--- config.mk ---
export PLATFORM = sky130hd
export DESIGN_NAME = overlap_window_sample_ring
export DESIGN_NICKNAME = d
export VERILOG_FILES = /design/src/rtl/owsr_pkg.sv /design/src/rtl/owsr_ram.sv /design/src/rtl/overlap_window_sample_ring.sv
export VERILOG_INCLUDE_DIRS = /design/src /design/src/rtl
export SDC_FILE = /design/constraint.sdc
export NUM_CORES = 1
export LEC_CHECK = 0
export BUFFER_PORTS_ARGS = -buffer_cell sky130_fd_sc_hd__buf_2
export CAP_MARGIN = 10
export CORE_MARGIN = 8
export CORE_UTILIZATION = 40
export CTS_BUF_LIST = sky130_fd_sc_hd__clkbuf_4 sky130_fd_sc_hd__clkbuf_8
export CTS_CLUSTER_SIZE = 28
export DETAILED_ROUTE_END_ITERATION = 16
export GPL_TIMING_DRIVEN = 1
export RECOVER_POWER = 50
export SLEW_MARGIN = 30
export SYNTH_ARGS = -nofsm -noshare
export SYNTH_HDL_FRONTEND = slang
export SYNTH_SLANG_ARGS = --single-unit
--- constraint.sdc ---
create_clock -name aclk -period 9.6 [get_ports aclk]
set_input_delay 1.92 -clock aclk [delete_from_list [all_inputs] [get_ports aclk]]
set_output_delay 1.92 -clock aclk [all_outputs]
set_load 0.005 [all_outputs]
--- src/rtl/assert_macros.svh ---
// Assertion helpers, clocked on aclk and held off during reset.
`ifndef ASSERT_MACROS_SVH
`define ASSERT_MACROS_SVH

`define OWSR_ASSERT(label, prop, msg) \
    label: assert property (@(posedge aclk) disable iff (!aresetn) prop) else $error(msg);

`define OWSR_ASSERT_NEXT(label, ante, cons, msg) \
    label: assert property (@(posedge aclk) disable iff (!aresetn) (ante) |=> (cons)) \
        else $error(msg);

`endif

--- src/rtl/owsr_pkg.sv ---
package owsr_pkg;

    localparam int OWSR_DEPTH = 64;

    localparam int SAMPLE_W = 16;
    localparam int WLEN_W   = 7;
    localparam int FUNC_W   = 2;
    localparam int STAT_W   = 2;
    localparam int M_DATA_W = 24;

    localparam logic [WLEN_W-1:0] WLEN_RESET = 7'd64;

    localparam logic [FUNC_W-1:0] FUNC_WRITE = 2'd0;
    localparam logic [FUNC_W-1:0] FUNC_READ  = 2'd1;
    localparam logic [FUNC_W-1:0] FUNC_CLEAR = 2'd2;

    localparam logic [STAT_W-1:0] STAT_OK   = 2'd0;
    localparam logic [STAT_W-1:0] STAT_FULL = 2'd1;
    localparam logic [STAT_W-1:0] STAT_LONG = 2'd2;

    typedef enum logic [0:0] {
        ST_IDLE,
        ST_READ
    } state_t;

    typedef struct packed {
        logic signed [SAMPLE_W-1:0] sample;
        logic                       sample_valid;
        logic                       last;
        logic [STAT_W-1:0]          status;
        logic                       is_empty;
        logic                       is_full;
    } out_item_t;

endpackage

--- src/rtl/owsr_ram.sv ---
module owsr_ram #(
    parameter int WIDTH = 16,
    parameter int DEPTH = 64
) (
    input  logic                     aclk,
    input  logic                     we,
    input  logic [$clog2(DEPTH)-1:0] waddr,
    input  logic [WIDTH-1:0]         wdata,
    input  logic                     re,
    input  logic [$clog2(DEPTH)-1:0] raddr,
    output logic [WIDTH-1:0]         rdata
);

    logic [WIDTH-1:0] mem [DEPTH];

    always_ff @(posedge aclk) begin
        if (we) begin
            mem[waddr] <= wdata;
        end
        if (re) begin
            rdata <= mem[raddr];
        end
    end

endmodule

--- src/rtl/overlap_window_sample_ring.sv ---
// Sample ring with overlapping window reads.
// Input channel s_*: tuser carries the operation (write, window read, clear),
// tdata the signed sample for a write. Output channel m_*: one item per
// write, clear, refused or zero-length read or other code; window_len items per
// non-empty window read, tlast on the final item of each input item. Every
// output item reports the empty and full state after its operation.
// Writes and clears: one input item per cycle while the output queue has
// room, each result registered into the queue on acceptance. Window read:
// one sample per cycle while the queue has room, set by the single read port of
// the sample memory; the next input item is taken once the last sample has left
// the memory. window_len is written through cfg_wr_en/cfg_wr_data while the
// block idles; the user must keep to this, the block does not enforce it.
// Reset (aresetn low, synchronous) clears positions, the full flag, the output
// queue and the per-entry valid bits, so unwritten entries read as zero;
// window_len returns to 64. A stalled receiver fills the two-entry output
// queue, after which memory reads and input acceptance pause without loss.
module overlap_window_sample_ring
    import owsr_pkg::*;
#(
    parameter int DEPTH = OWSR_DEPTH
) (
    input  logic                aclk,
    input  logic                aresetn,
    input  logic                cfg_wr_en,
    input  logic [WLEN_W-1:0]   cfg_wr_data,
    input  logic                s_tvalid,
    output logic                s_tready,
    input  logic [SAMPLE_W-1:0] s_tdata,   // [15:0] sample_in
    input  logic [FUNC_W-1:0]   s_tuser,   // [1:0] func
    output logic                m_tvalid,
    input  logic                m_tready,
    output logic [M_DATA_W-1:0] m_tdata,   // [15:0] sample_out, [17:16] status,
                                           // [18] is_empty, [19] is_full
    output logic                m_tuser,   // [0] sample_valid
    output logic                m_tlast
);

`include "assert_macros.svh"

    localparam int PTR_W = $clog2(DEPTH);
    localparam logic [WLEN_W-1:0] DEPTH_LEN = WLEN_W'(DEPTH);
    localparam logic [PTR_W-1:0]  LAST_POS  = PTR_W'(DEPTH - 1);
    localparam logic [PTR_W:0]    DEPTH_EXT = (PTR_W + 1)'(DEPTH);

    function automatic logic [PTR_W-1:0] ring_next(input logic [PTR_W-1:0] p);
        ring_next = (p == LAST_POS) ? '0 : p + PTR_W'(1);
    endfunction

    state_t            state_reg, state_next;
    logic [PTR_W-1:0]  wr_pos_reg, wr_pos_next;
    logic [PTR_W-1:0]  rd_pos_reg, rd_pos_next;
    logic              full_reg, full_next;
    logic [WLEN_W-1:0] wlen_reg;
    logic [PTR_W-1:0]  addr_reg;
    logic [WLEN_W-1:0] cnt_reg;
    logic              inflight_reg;
    logic              inflight_last_reg;
    logic              vld_rd_reg;
    logic [DEPTH-1:0]  vld_reg;
    out_item_t         q_reg [2];
    logic              q_head_reg, q_tail_reg;
    logic [1:0]        occ_reg;

    logic              accept, pop, push, push_acc, issue, credit_ok;
    logic              start_read, ram_we;
    logic [STAT_W-1:0] acc_status;
    logic [PTR_W:0]    adv_sum;
    logic [PTR_W-1:0]  rd_adv;
    logic [SAMPLE_W-1:0] ram_rdata;
    out_item_t         acc_item, rd_item, push_item, head_item;

    assign accept    = s_tvalid && s_tready;
    assign s_tready  = (state_reg == ST_IDLE) && !inflight_reg && (occ_reg != 2'd2);
    assign m_tvalid  = (occ_reg != 2'd0);
    assign pop       = m_tvalid && m_tready;
    assign credit_ok = ({1'b0, occ_reg} + 3'(inflight_reg)) <= (3'd1 + 3'(pop));

    assign adv_sum = {1'b0, rd_pos_reg} + (PTR_W + 1)'(wlen_reg >> 1);
    assign rd_adv  = (adv_sum >= DEPTH_EXT) ? PTR_W'(adv_sum - DEPTH_EXT)
                                            : PTR_W'(adv_sum);

    always_comb begin
        wr_pos_next = wr_pos_reg;
        rd_pos_next = rd_pos_reg;
        full_next   = full_reg;
        ram_we      = 1'b0;
        start_read  = 1'b0;
        acc_status  = STAT_OK;
        if (accept) begin
            unique case (s_tuser)
                FUNC_WRITE: begin
                    if (full_reg) begin
                        acc_status = STAT_FULL;
                    end else begin
                        ram_we      = 1'b1;
                        wr_pos_next = ring_next(wr_pos_reg);
                        full_next   = (ring_next(wr_pos_reg) == rd_pos_reg);
                    end
                end
                FUNC_READ: begin
                    if (wlen_reg > DEPTH_LEN) begin
                        acc_status = STAT_LONG;
                    end else begin
                        full_next   = 1'b0;
                        rd_pos_next = rd_adv;
                        start_read  = (wlen_reg != '0);
                    end
                end
                FUNC_CLEAR: begin
                    wr_pos_next = '0;
                    rd_pos_next = '0;
                    full_next   = 1'b0;
                end
                default: begin
                end
            endcase
        end
    end

    assign push_acc = accept && !start_read;

    always_comb begin
        acc_item              = '0;
        acc_item.last         = 1'b1;
        acc_item.status       = acc_status;
        acc_item.is_empty     = !full_next && (rd_pos_next == wr_pos_next);
        acc_item.is_full      = full_next;

        rd_item               = '0;
        rd_item.sample        = vld_rd_reg ? $signed(ram_rdata) : '0;
        rd_item.sample_valid  = 1'b1;
        rd_item.last          = inflight_last_reg;
        rd_item.status        = STAT_OK;
        rd_item.is_empty      = !full_reg && (rd_pos_reg == wr_pos_reg);
        rd_item.is_full       = full_reg;
    end

    assign push      = push_acc || inflight_reg;
    assign push_item = inflight_reg ? rd_item : acc_item;

    // next state
    always_comb begin
        state_next = state_reg;
        unique case (state_reg)
            ST_IDLE: if (start_read) state_next = ST_READ;
            ST_READ: if (issue && cnt_reg == WLEN_W'(1)) state_next = ST_IDLE;
            default: state_next = ST_IDLE;
        endcase
    end

    // outputs
    always_comb begin
        issue = 1'b0;
        unique case (state_reg)
            ST_IDLE: issue = 1'b0;
            ST_READ: issue = credit_ok;
            default: issue = 1'b0;
        endcase
    end

    always_ff @(posedge aclk) begin
        if (!aresetn) begin
            state_reg    <= ST_IDLE;
            wr_pos_reg   <= '0;
            rd_pos_reg   <= '0;
            full_reg     <= 1'b0;
            wlen_reg     <= WLEN_RESET;
            inflight_reg <= 1'b0;
            vld_reg      <= '0;
            q_head_reg   <= 1'b0;
            q_tail_reg   <= 1'b0;
            occ_reg      <= 2'd0;
        end else begin
            state_reg    <= state_next;
            wr_pos_reg   <= wr_pos_next;
            rd_pos_reg   <= rd_pos_next;
            full_reg     <= full_next;
            inflight_reg <= issue;
            if (cfg_wr_en) begin
                wlen_reg <= cfg_wr_data;
            end
            if (ram_we) begin
                vld_reg[wr_pos_reg] <= 1'b1;
            end
            if (push) begin
                q_tail_reg <= ~q_tail_reg;
            end
            if (pop) begin
                q_head_reg <= ~q_head_reg;
            end
            occ_reg <= occ_reg + 2'(push) - 2'(pop);
        end
    end

    always_ff @(posedge aclk) begin
        if (start_read) begin
            addr_reg <= rd_pos_reg;
            cnt_reg  <= wlen_reg;
        end else if (issue) begin
            addr_reg <= ring_next(addr_reg);
            cnt_reg  <= cnt_reg - WLEN_W'(1);
        end
        if (issue) begin
            inflight_last_reg <= (cnt_reg == WLEN_W'(1));
            vld_rd_reg        <= vld_reg[addr_reg];
        end
        if (push) begin
            q_reg[q_tail_reg] <= push_item;
        end
    end

    owsr_ram #(
        .WIDTH(SAMPLE_W),
        .DEPTH(DEPTH)
    ) u_store (
        .aclk (aclk),
        .we   (ram_we),
        .waddr(wr_pos_reg),
        .wdata(s_tdata),
        .re   (issue),
        .raddr(addr_reg),
        .rdata(ram_rdata)
    );

    assign head_item = q_reg[q_head_reg];
    assign m_tdata   = {4'b0, head_item.is_full, head_item.is_empty,
                        head_item.status, head_item.sample};
    assign m_tuser   = head_item.sample_valid;
    assign m_tlast   = head_item.last;

    `OWSR_ASSERT(a_full_pos_match, full_reg |-> (rd_pos_reg == wr_pos_reg),
        "full flag set with differing positions")
    `OWSR_ASSERT(a_read_return_room, inflight_reg |-> (occ_reg != 2'd2 || pop),
        "read data returned into a full output queue")
    `OWSR_ASSERT(a_queue_no_overflow, (push && !pop) |-> (occ_reg != 2'd2),
        "output queue overflow")
    `OWSR_ASSERT_NEXT(a_window_end, issue && cnt_reg == WLEN_W'(1),
        state_reg == ST_IDLE && inflight_reg && inflight_last_reg,
        "window read did not end after its last memory read")
    `OWSR_ASSERT_NEXT(a_pos_hold_in_read, state_reg == ST_READ,
        $stable(wr_pos_reg) && $stable(rd_pos_reg),
        "positions moved during a window read")

endmodule

==> metrics.cfg, run 1 <==
[placement]
dp_cells = 3676
gp_congestion = 0.8148
place_hpwl_um = 67100
io_buffers = 53
placed_area_um2 = 48460

[cts]
cts_root_buf = clkbuf_8
cts_tree = yes
numCtsBuffers = 182
hold_buffers = 0
cts_setup_buffers = 0
cts_resized = 0
clk_path_buf_depth = 3
clk_pin_slew_worst_paths_ns = 0.06
ctsHtreeMaxLevel = 4
clock-sinks = 1190
clk_latency_ns = 0.84

[floorplanning]
die_h_um = 356.1
initial_core_util_pct = 40.40
rows = 124
dieArea_um2 = 126800
die_w_um = 356.1
coreArea_um2 = 114500
ioPinCount = 58

[global_routing]
grt-ovfl-total = 0
use_met2_pct = 28.61
globalRouteTotalUtil_pct = 17.78
grt_antenna_before_repair = 5
grt_max_degree = 142
grt_use_met3_pct = 3.359
busiest_layer = met2
grt_pass1_vias = 22950
grtUsageMet1_pct = 24.85
grt_pass1_wl_um = 163800

[yosys]
yosysMostFrequentCell = edfxtp_1
synth_area_leaders = edfxtp_1 (71%), mux4_2 (17%), dfxtp_1 (3.9%)
synth_top_flop_cell = edfxtp_1
synth_seq_cells = 1190
ys_seq_area_share_pct = 75.29
synth_common_cells = edfxtp_1 (1099), mux4_2 (357), nor2_1 (228), dfxtp_1 (91), clkbuf_1 (60)
syn_inst = 2175
synth_top_area_share_pct = 71.35
synth_edf_count = 1099
async_flop_share_pct = 0
ys_warn_count = 0
ys_types = 52
yosys.area.top_type = edfxtp_1
syn_area_per_cell_um2 = 21.27
synthesis.area_um2 = 46250

[timing]
tightest_slew_ns = 4.105
setup_viol = 0
fin_crit_sh_pct = 57.51
min_period_ns = 5.521
timing.fmax_mhz = 181.1
tns_ns = 0
slew_violations = 1098
hold_violations = 0
fin_skew_ns = 0.04726
rsz0062_at_grt = no
hold_ws_ns = 0.4641
relSlewSlack_pct = -173.6

[critical_path]
crit_path_end_kind = flop
critPathKind = primary input to flop
cp.arrival_ns = 5.96
crit_fanout = 17
cp_data_required_time_ns = 10.04
start_kind = primary input

[finish]
ff_latch_area_um2 = 34820
multi_input_area_um2 = 11070
post-route-util_pct = 45.69
largest_register_ffs = 1024
final_area_um2 = 52320
areaGrowthSynthToFinish_pct = 13.10
layout-drive-gt1-share_pct = 32.68
finalNonFillerCells = 4021
final_nets = 2399
fillCellCount = 9538

[run]
drv_cap = 19

[detailed_routing]
wirelength_um = 113200
first_iter_violations = 2211
drtPass1Iterations = 7
num_vias = 22440
drt-wirelength-per-cell_um = 28.16
viasPerCell = 5.582
route.detailed.drc = 0
ant_nets = 0

[run_status]
outcome = finished with violations
violations = capacitance limit, slew limit

[power]
power.density_nw_per_um2 = 210.3
netSwitchingFraction_pct = 22.79
vdd.ir_drop.worst_mv = 0.09496
power.internal_uw = 8496
p_leak_uw = 0.01656
p_sw_uw = 2508
combPwrFrac_pct = 8.2
seqPwrFrac_pct = 52.4
pwr-share-clk_pct = 39.3

[worst_hold_path]
hold_class = flop to flop

-- cell type report --
cell class	instances	share of cell area, %
diodes	6	0.02870
clock buffers	265	6.159
clock inverters	73	1.117
inverters	12	0.08610
multi-input cells	859	21.15
flip-flops and latches	1190	66.56
well taps	1512	3.616
repair buffers	104	1.277
-- path summary, 6_finish.rpt --
kind | from | to | slack, ns | depth (start not counted)
setup / recovery | s_tuser[1] | u_store.mem[10][2] | 4.08 | 7
hold / removal | vld_reg[22] | vld_reg[22] | 0.46 | 2
hold reg to reg | vld_reg[22] | vld_reg[22] | 0.46 | 2
setup reg to reg | state_reg | u_store.mem[10][2] | 5.16 | 4
-- worst max-delay path, cell delays in order --
cell      delay, ns
clkbuf_1       0.10
inv_1          0.09
ha_1           0.37
nand2_1        0.14
nor4_1         1.22
nand3_1        1.05
nor2_2         1.05
-- placed cells by master (no fill, tap or decap), drive strengths merged, types with 5 or more instances in the layout --
master	count
mux2i	10
xor2	12
or2	7
mux4	357
mux2	22
a21oi	16
diode	6
and3	22
xnor2	17
edfxtp	1099
nor2	228
nor3	9
inv	20
and2	13
buf	84
ha	18
o21ai	20
nand2	36
nand3	12
clkbuf	285
clkinv	53
dfxtp	91
bufinv	8
nor2b	5
-- metal layers --
layer,part of all wire (%),vias up
met4,2.4,2
met1,42,12020
met2,48,923
met5,0.011,-
li1,-,9341
met3,7.3,154
-- cells by family after synthesis --
| logic type | Yosys count | share of synthesized area, % |
|---|---|---|
| fa+ha+maj | 20 | 0.5735 |
| simple gates | 355 | 3.373 |
| xor+xnor | 29 | 0.5491 |
| flops | 1190 | 75.29 |
| buf+inv | 129 | 1.236 |
| compound gates | 62 | 0.8386 |
| other cells | 1 | 0.008107 |
| mux | 389 | 18.13 |
-- metrics by stage --
stage	setup WS, ns	total power (µW)
floorplan	4.603	6389
global placement	4.085	6773
detailed placement	3.988	6787
CTS	4.882	11090
global route	3.856	11350
finish	4.079	11000
-- power groups by stage --
stage | combinational (µW) | clock, µW | sequential, µW
after detailed placement | 923 | 0 | 5860
after CTS | 925 | 4410 | 5760
final | 905 | 4330 | 5770
after global placement | 912 | 0 | 5860
after floorplan | 536 | 0 | 5850
after global routing | 959 | 4620 | 5770
Note: power is estimated with default switching activity, not from simulation.
==> run 2: changes to the inputs <==
--- a/config.mk
+++ b/config.mk
@@ -6,6 +6,7 @@
 export SDC_FILE = /design/constraint.sdc
 export NUM_CORES = 1
 export LEC_CHECK = 0
+export ABC_AREA = 1
 export BUFFER_PORTS_ARGS = -buffer_cell sky130_fd_sc_hd__buf_2
 export CAP_MARGIN = 10
 export CORE_MARGIN = 8
==> constraint.sdc (replaced) <==
create_clock -name aclk -period 5 [get_ports aclk]
set_input_delay 1 -clock aclk [delete_from_list [all_inputs] [get_ports aclk]]
set_output_delay 1 -clock aclk [all_outputs]
set_load 0.005 [all_outputs]
==> run 2 against run 1 <==
The flow still finishes with violations (capacitance limit, slew limit). Synthesized cell count is 73% higher. Synthesized area is 3.1% higher. Die area is 3.0% higher. Sequential cell count stayed put. Wire length is 14% higher. Combinational power is 98% higher. Clock-buffer cell count is 29 higher. Non-clock buffer count is 39 higher. Register-to-register slack worse by 3.9 ns. Cell area is 2.3% higher. Critical endpoint is now u_store.mem[62][9].
==> metrics.cfg, run 2 <==
[cts]
cts_setup_buffers = 0  ; unchanged
cts_tree = yes
clk_latency_ns = 0.88  ; +0.04 ns
ctsHtreeMaxLevel = 4  ; unchanged
clk_pin_slew_worst_paths_ns = 0.07  ; about the same
numCtsBuffers = 188  ; +3.3%
hold_buffers = 0  ; unchanged
clock-sinks = 1190  ; unchanged
cts_resized = 0  ; unchanged
clk_path_buf_depth = 3  ; unchanged
cts_root_buf = clkbuf_8

[timing]
hold_violations = 0  ; unchanged
fin_crit_sh_pct = 74.44
setup_viol = 0  ; unchanged
slew_violations = 1150  ; +4.7%
min_period_ns = 3.722
tightest_slew_ns = 3.946  ; -0.1585 ns
hold_ws_ns = 0.3529  ; -0.1112 ns
timing.fmax_mhz = 268.7
fin_skew_ns = 0.05807  ; +0.01081 ns
tns_ns = 0  ; unchanged
relSlewSlack_pct = -163.1  ; +11 points
rsz0062_at_grt = no

[critical_path]
critPathKind = primary input to flop
cp.arrival_ns = 3.79  ; -2.17 ns
r2r-start = inflight_reg
cpLargestDelayFamily = buffers and inverters
cp_slowest_cell = clkbuf_1
crit_fanout = 64  ; +47
crit_path_start = s_tdata[9]
critPathBufInv = 1  ; -1
start_kind = primary input
cpPeakStageDelay_ns = 2.71  ; +1.49 ns
cp_data_required_time_ns = 5.07  ; -4.97 ns
crit_path_end_kind = flop
path_cells = clkbuf_1

[global_routing]
grt_pass1_vias = 29690  ; +29%
grt_pass1_wl_um = 190600  ; +16%
globalRouteTotalUtil_pct = 19.08  ; +1.3 points
grt-ovfl-total = 0  ; unchanged
grt_max_degree = 168  ; +18%
grt_antenna_before_repair = 2  ; -3

[floorplanning]
ioPinCount = 58  ; unchanged
dieArea_um2 = 130500  ; +3.0%
rows = 126  ; +1.6%
die_w_um = 361.3  ; +1.5%
initial_core_util_pct = 40.34  ; -0.058 points
coreArea_um2 = 118200  ; +3.3%
die_h_um = 361.3  ; +1.5%

[finish]
layout_common_cells = edfxtp_1 (1099), nor2_1 (858), o21ai_0 (528)
mostFrequentLayoutCell = edfxtp_1
final_nets = 3898  ; +62%
final_area_um2 = 53510  ; +2.3%
areaGrowthSynthToFinish_pct = 12.19
largest_register_ffs = 1024  ; unchanged
fillCellCount = 10570  ; +11%
layout-drive-gt1-share_pct = 12.92  ; -20 points

[yosys]
syn_area_per_cell_um2 = 12.65  ; -41%
synth_area_leaders = edfxtp_1 (69%), nor2_1 (7.0%), o21ai_0 (5.5%)
ys_seq_area_share_pct = 73.01  ; -2.3 points
synth_common_cells = edfxtp_1 (1099), nor2_1 (884), o21ai_0 (527), nand3_1 (178), o211ai_1 (171)
ys_warn_count = 0  ; unchanged
syn_inst = 3771  ; +73%
yosysMostFrequentCell = edfxtp_1
synthesis.area_um2 = 47700  ; +3.1%
synth_top_flop_cell = edfxtp_1
yosys.area.top_type = edfxtp_1
async_flop_share_pct = 0  ; unchanged
ys_types = 42  ; -19%
synth_top_area_share_pct = 69.19  ; -2.2 points
synth_seq_cells = 1190  ; unchanged
synth_edf_count = 1099  ; unchanged

[detailed_routing]
viasPerCell = 5.593  ; +0.20%
num_vias = 31030  ; +38%
wirelength_um = 129300  ; +14%
first_iter_violations = 3408  ; +54%
drtPass1Iterations = 5  ; -2
ant_nets = 0  ; unchanged
drt-wirelength-per-cell_um = 23.31  ; -17%
route.detailed.drc = 0  ; unchanged

[power]
p_leak_uw = 0.01736  ; +4.8%
vdd.ir_drop.worst_mv = 0.2407  ; +150%
power.density_nw_per_um2 = 400.4  ; +90%

[run]
drv_cap = 33  ; +14

[placement]
place_hpwl_um = 74340  ; +11%
gp_congestion = 0.8615  ; +5.7%
io_buffers = 53  ; unchanged
placed_area_um2 = 49640  ; +2.4%

[run_status]
violations = capacitance limit, slew limit
outcome = finished with violations

[worst_hold_path]
worstHoldStart = cfg_wr_data[5]
hold_class = primary input to flop

[run 2: changes by cell type after synthesis, moves of 70 or more]
cell,previous run,this run
nor2_1,228,884
o21ai_0,20,527
mux4_2,357,0
o211ai_1,1,171
nand3_1,12,178
o221ai_1,0,103
o22ai_1,0,103
clkbuf_1,60,145
inv_1,12,82
[run 2: worst paths after layout]
check | end | slack [ns] | cells after the start
worst max-delay path | u_store.mem[62][9] | 1.28 | 1
worst min-delay path | wlen_reg[5] | 0.35 | 3
worst max register to register | u_store.mem[43][5] | 1.28 | 8
worst min register to register | flop | 0.46 | 1
[run 2: through the flow]
stage | setup slack, ns | instances | util [%] | power [µW]
floorplan | 1.386 | 3774 | - | 12300
global placement | 1.237 | 5194 | 41.97 | 13050
detailed placement | 1.220 | 5194 | 41.98 | 13070
CTS | 1.423 | 5546 | 45.33 | 21570
global route | 1.024 | 5547 | 45.26 | 22160
finish | 1.278 | 5547 | 45.26 | 21430
[run 2: layout make-up]
type / count / area (µm²) / share of cell area (%)
antenna: 1 / 2.502 / 0.004676
clock buffer: 294 / 3533 / 6.603
clock inverter: 58 / 426.7 / 0.7973
inverter: 93 / 370.4 / 0.6921
multi-input combinational: 2232 / 11410 / 21.32
sequential: 1190 / 34820 / 65.08
tap: 1536 / 1922 / 3.591
timing repair buffer: 143 / 1022 / 1.910
[run 2: cell families after synthesis]
logic type	after synthesis	synth area share [%]
fa+ha+maj	20	0.5562
mux	24	0.5640
xor+xnor	10	0.1836
other cells	1	0.007862
simple gates	1207	10.23
flops	1190	73.01
buf+inv	352	3.297
compound gates	967	12.15
[run 2: power by group]
group          internal (µW)  total (µW)  switching, µW  leakage, µW
Sequential             11000       11100           71.9       0.0106
Clock                   4680        8560           3890      0.00210
Combinational            501        1790           1280      0.00462
Total                  16200       21400           5240       0.0174
[run 2: routing by layer]
layer / routed length (µm) / vias up / share of wire, % / GRT usage (%)
met4: 4480 / 0 / 3.5 / 7.081
met1: 55700 / 15280 / 43 / 26.55
met2: 58920 / 1353 / 46 / 29.76
li1: - / 14140 / - / -
met5: 0 / - / 0 / 0
met3: 10200 / 253 / 7.9 / 3.720
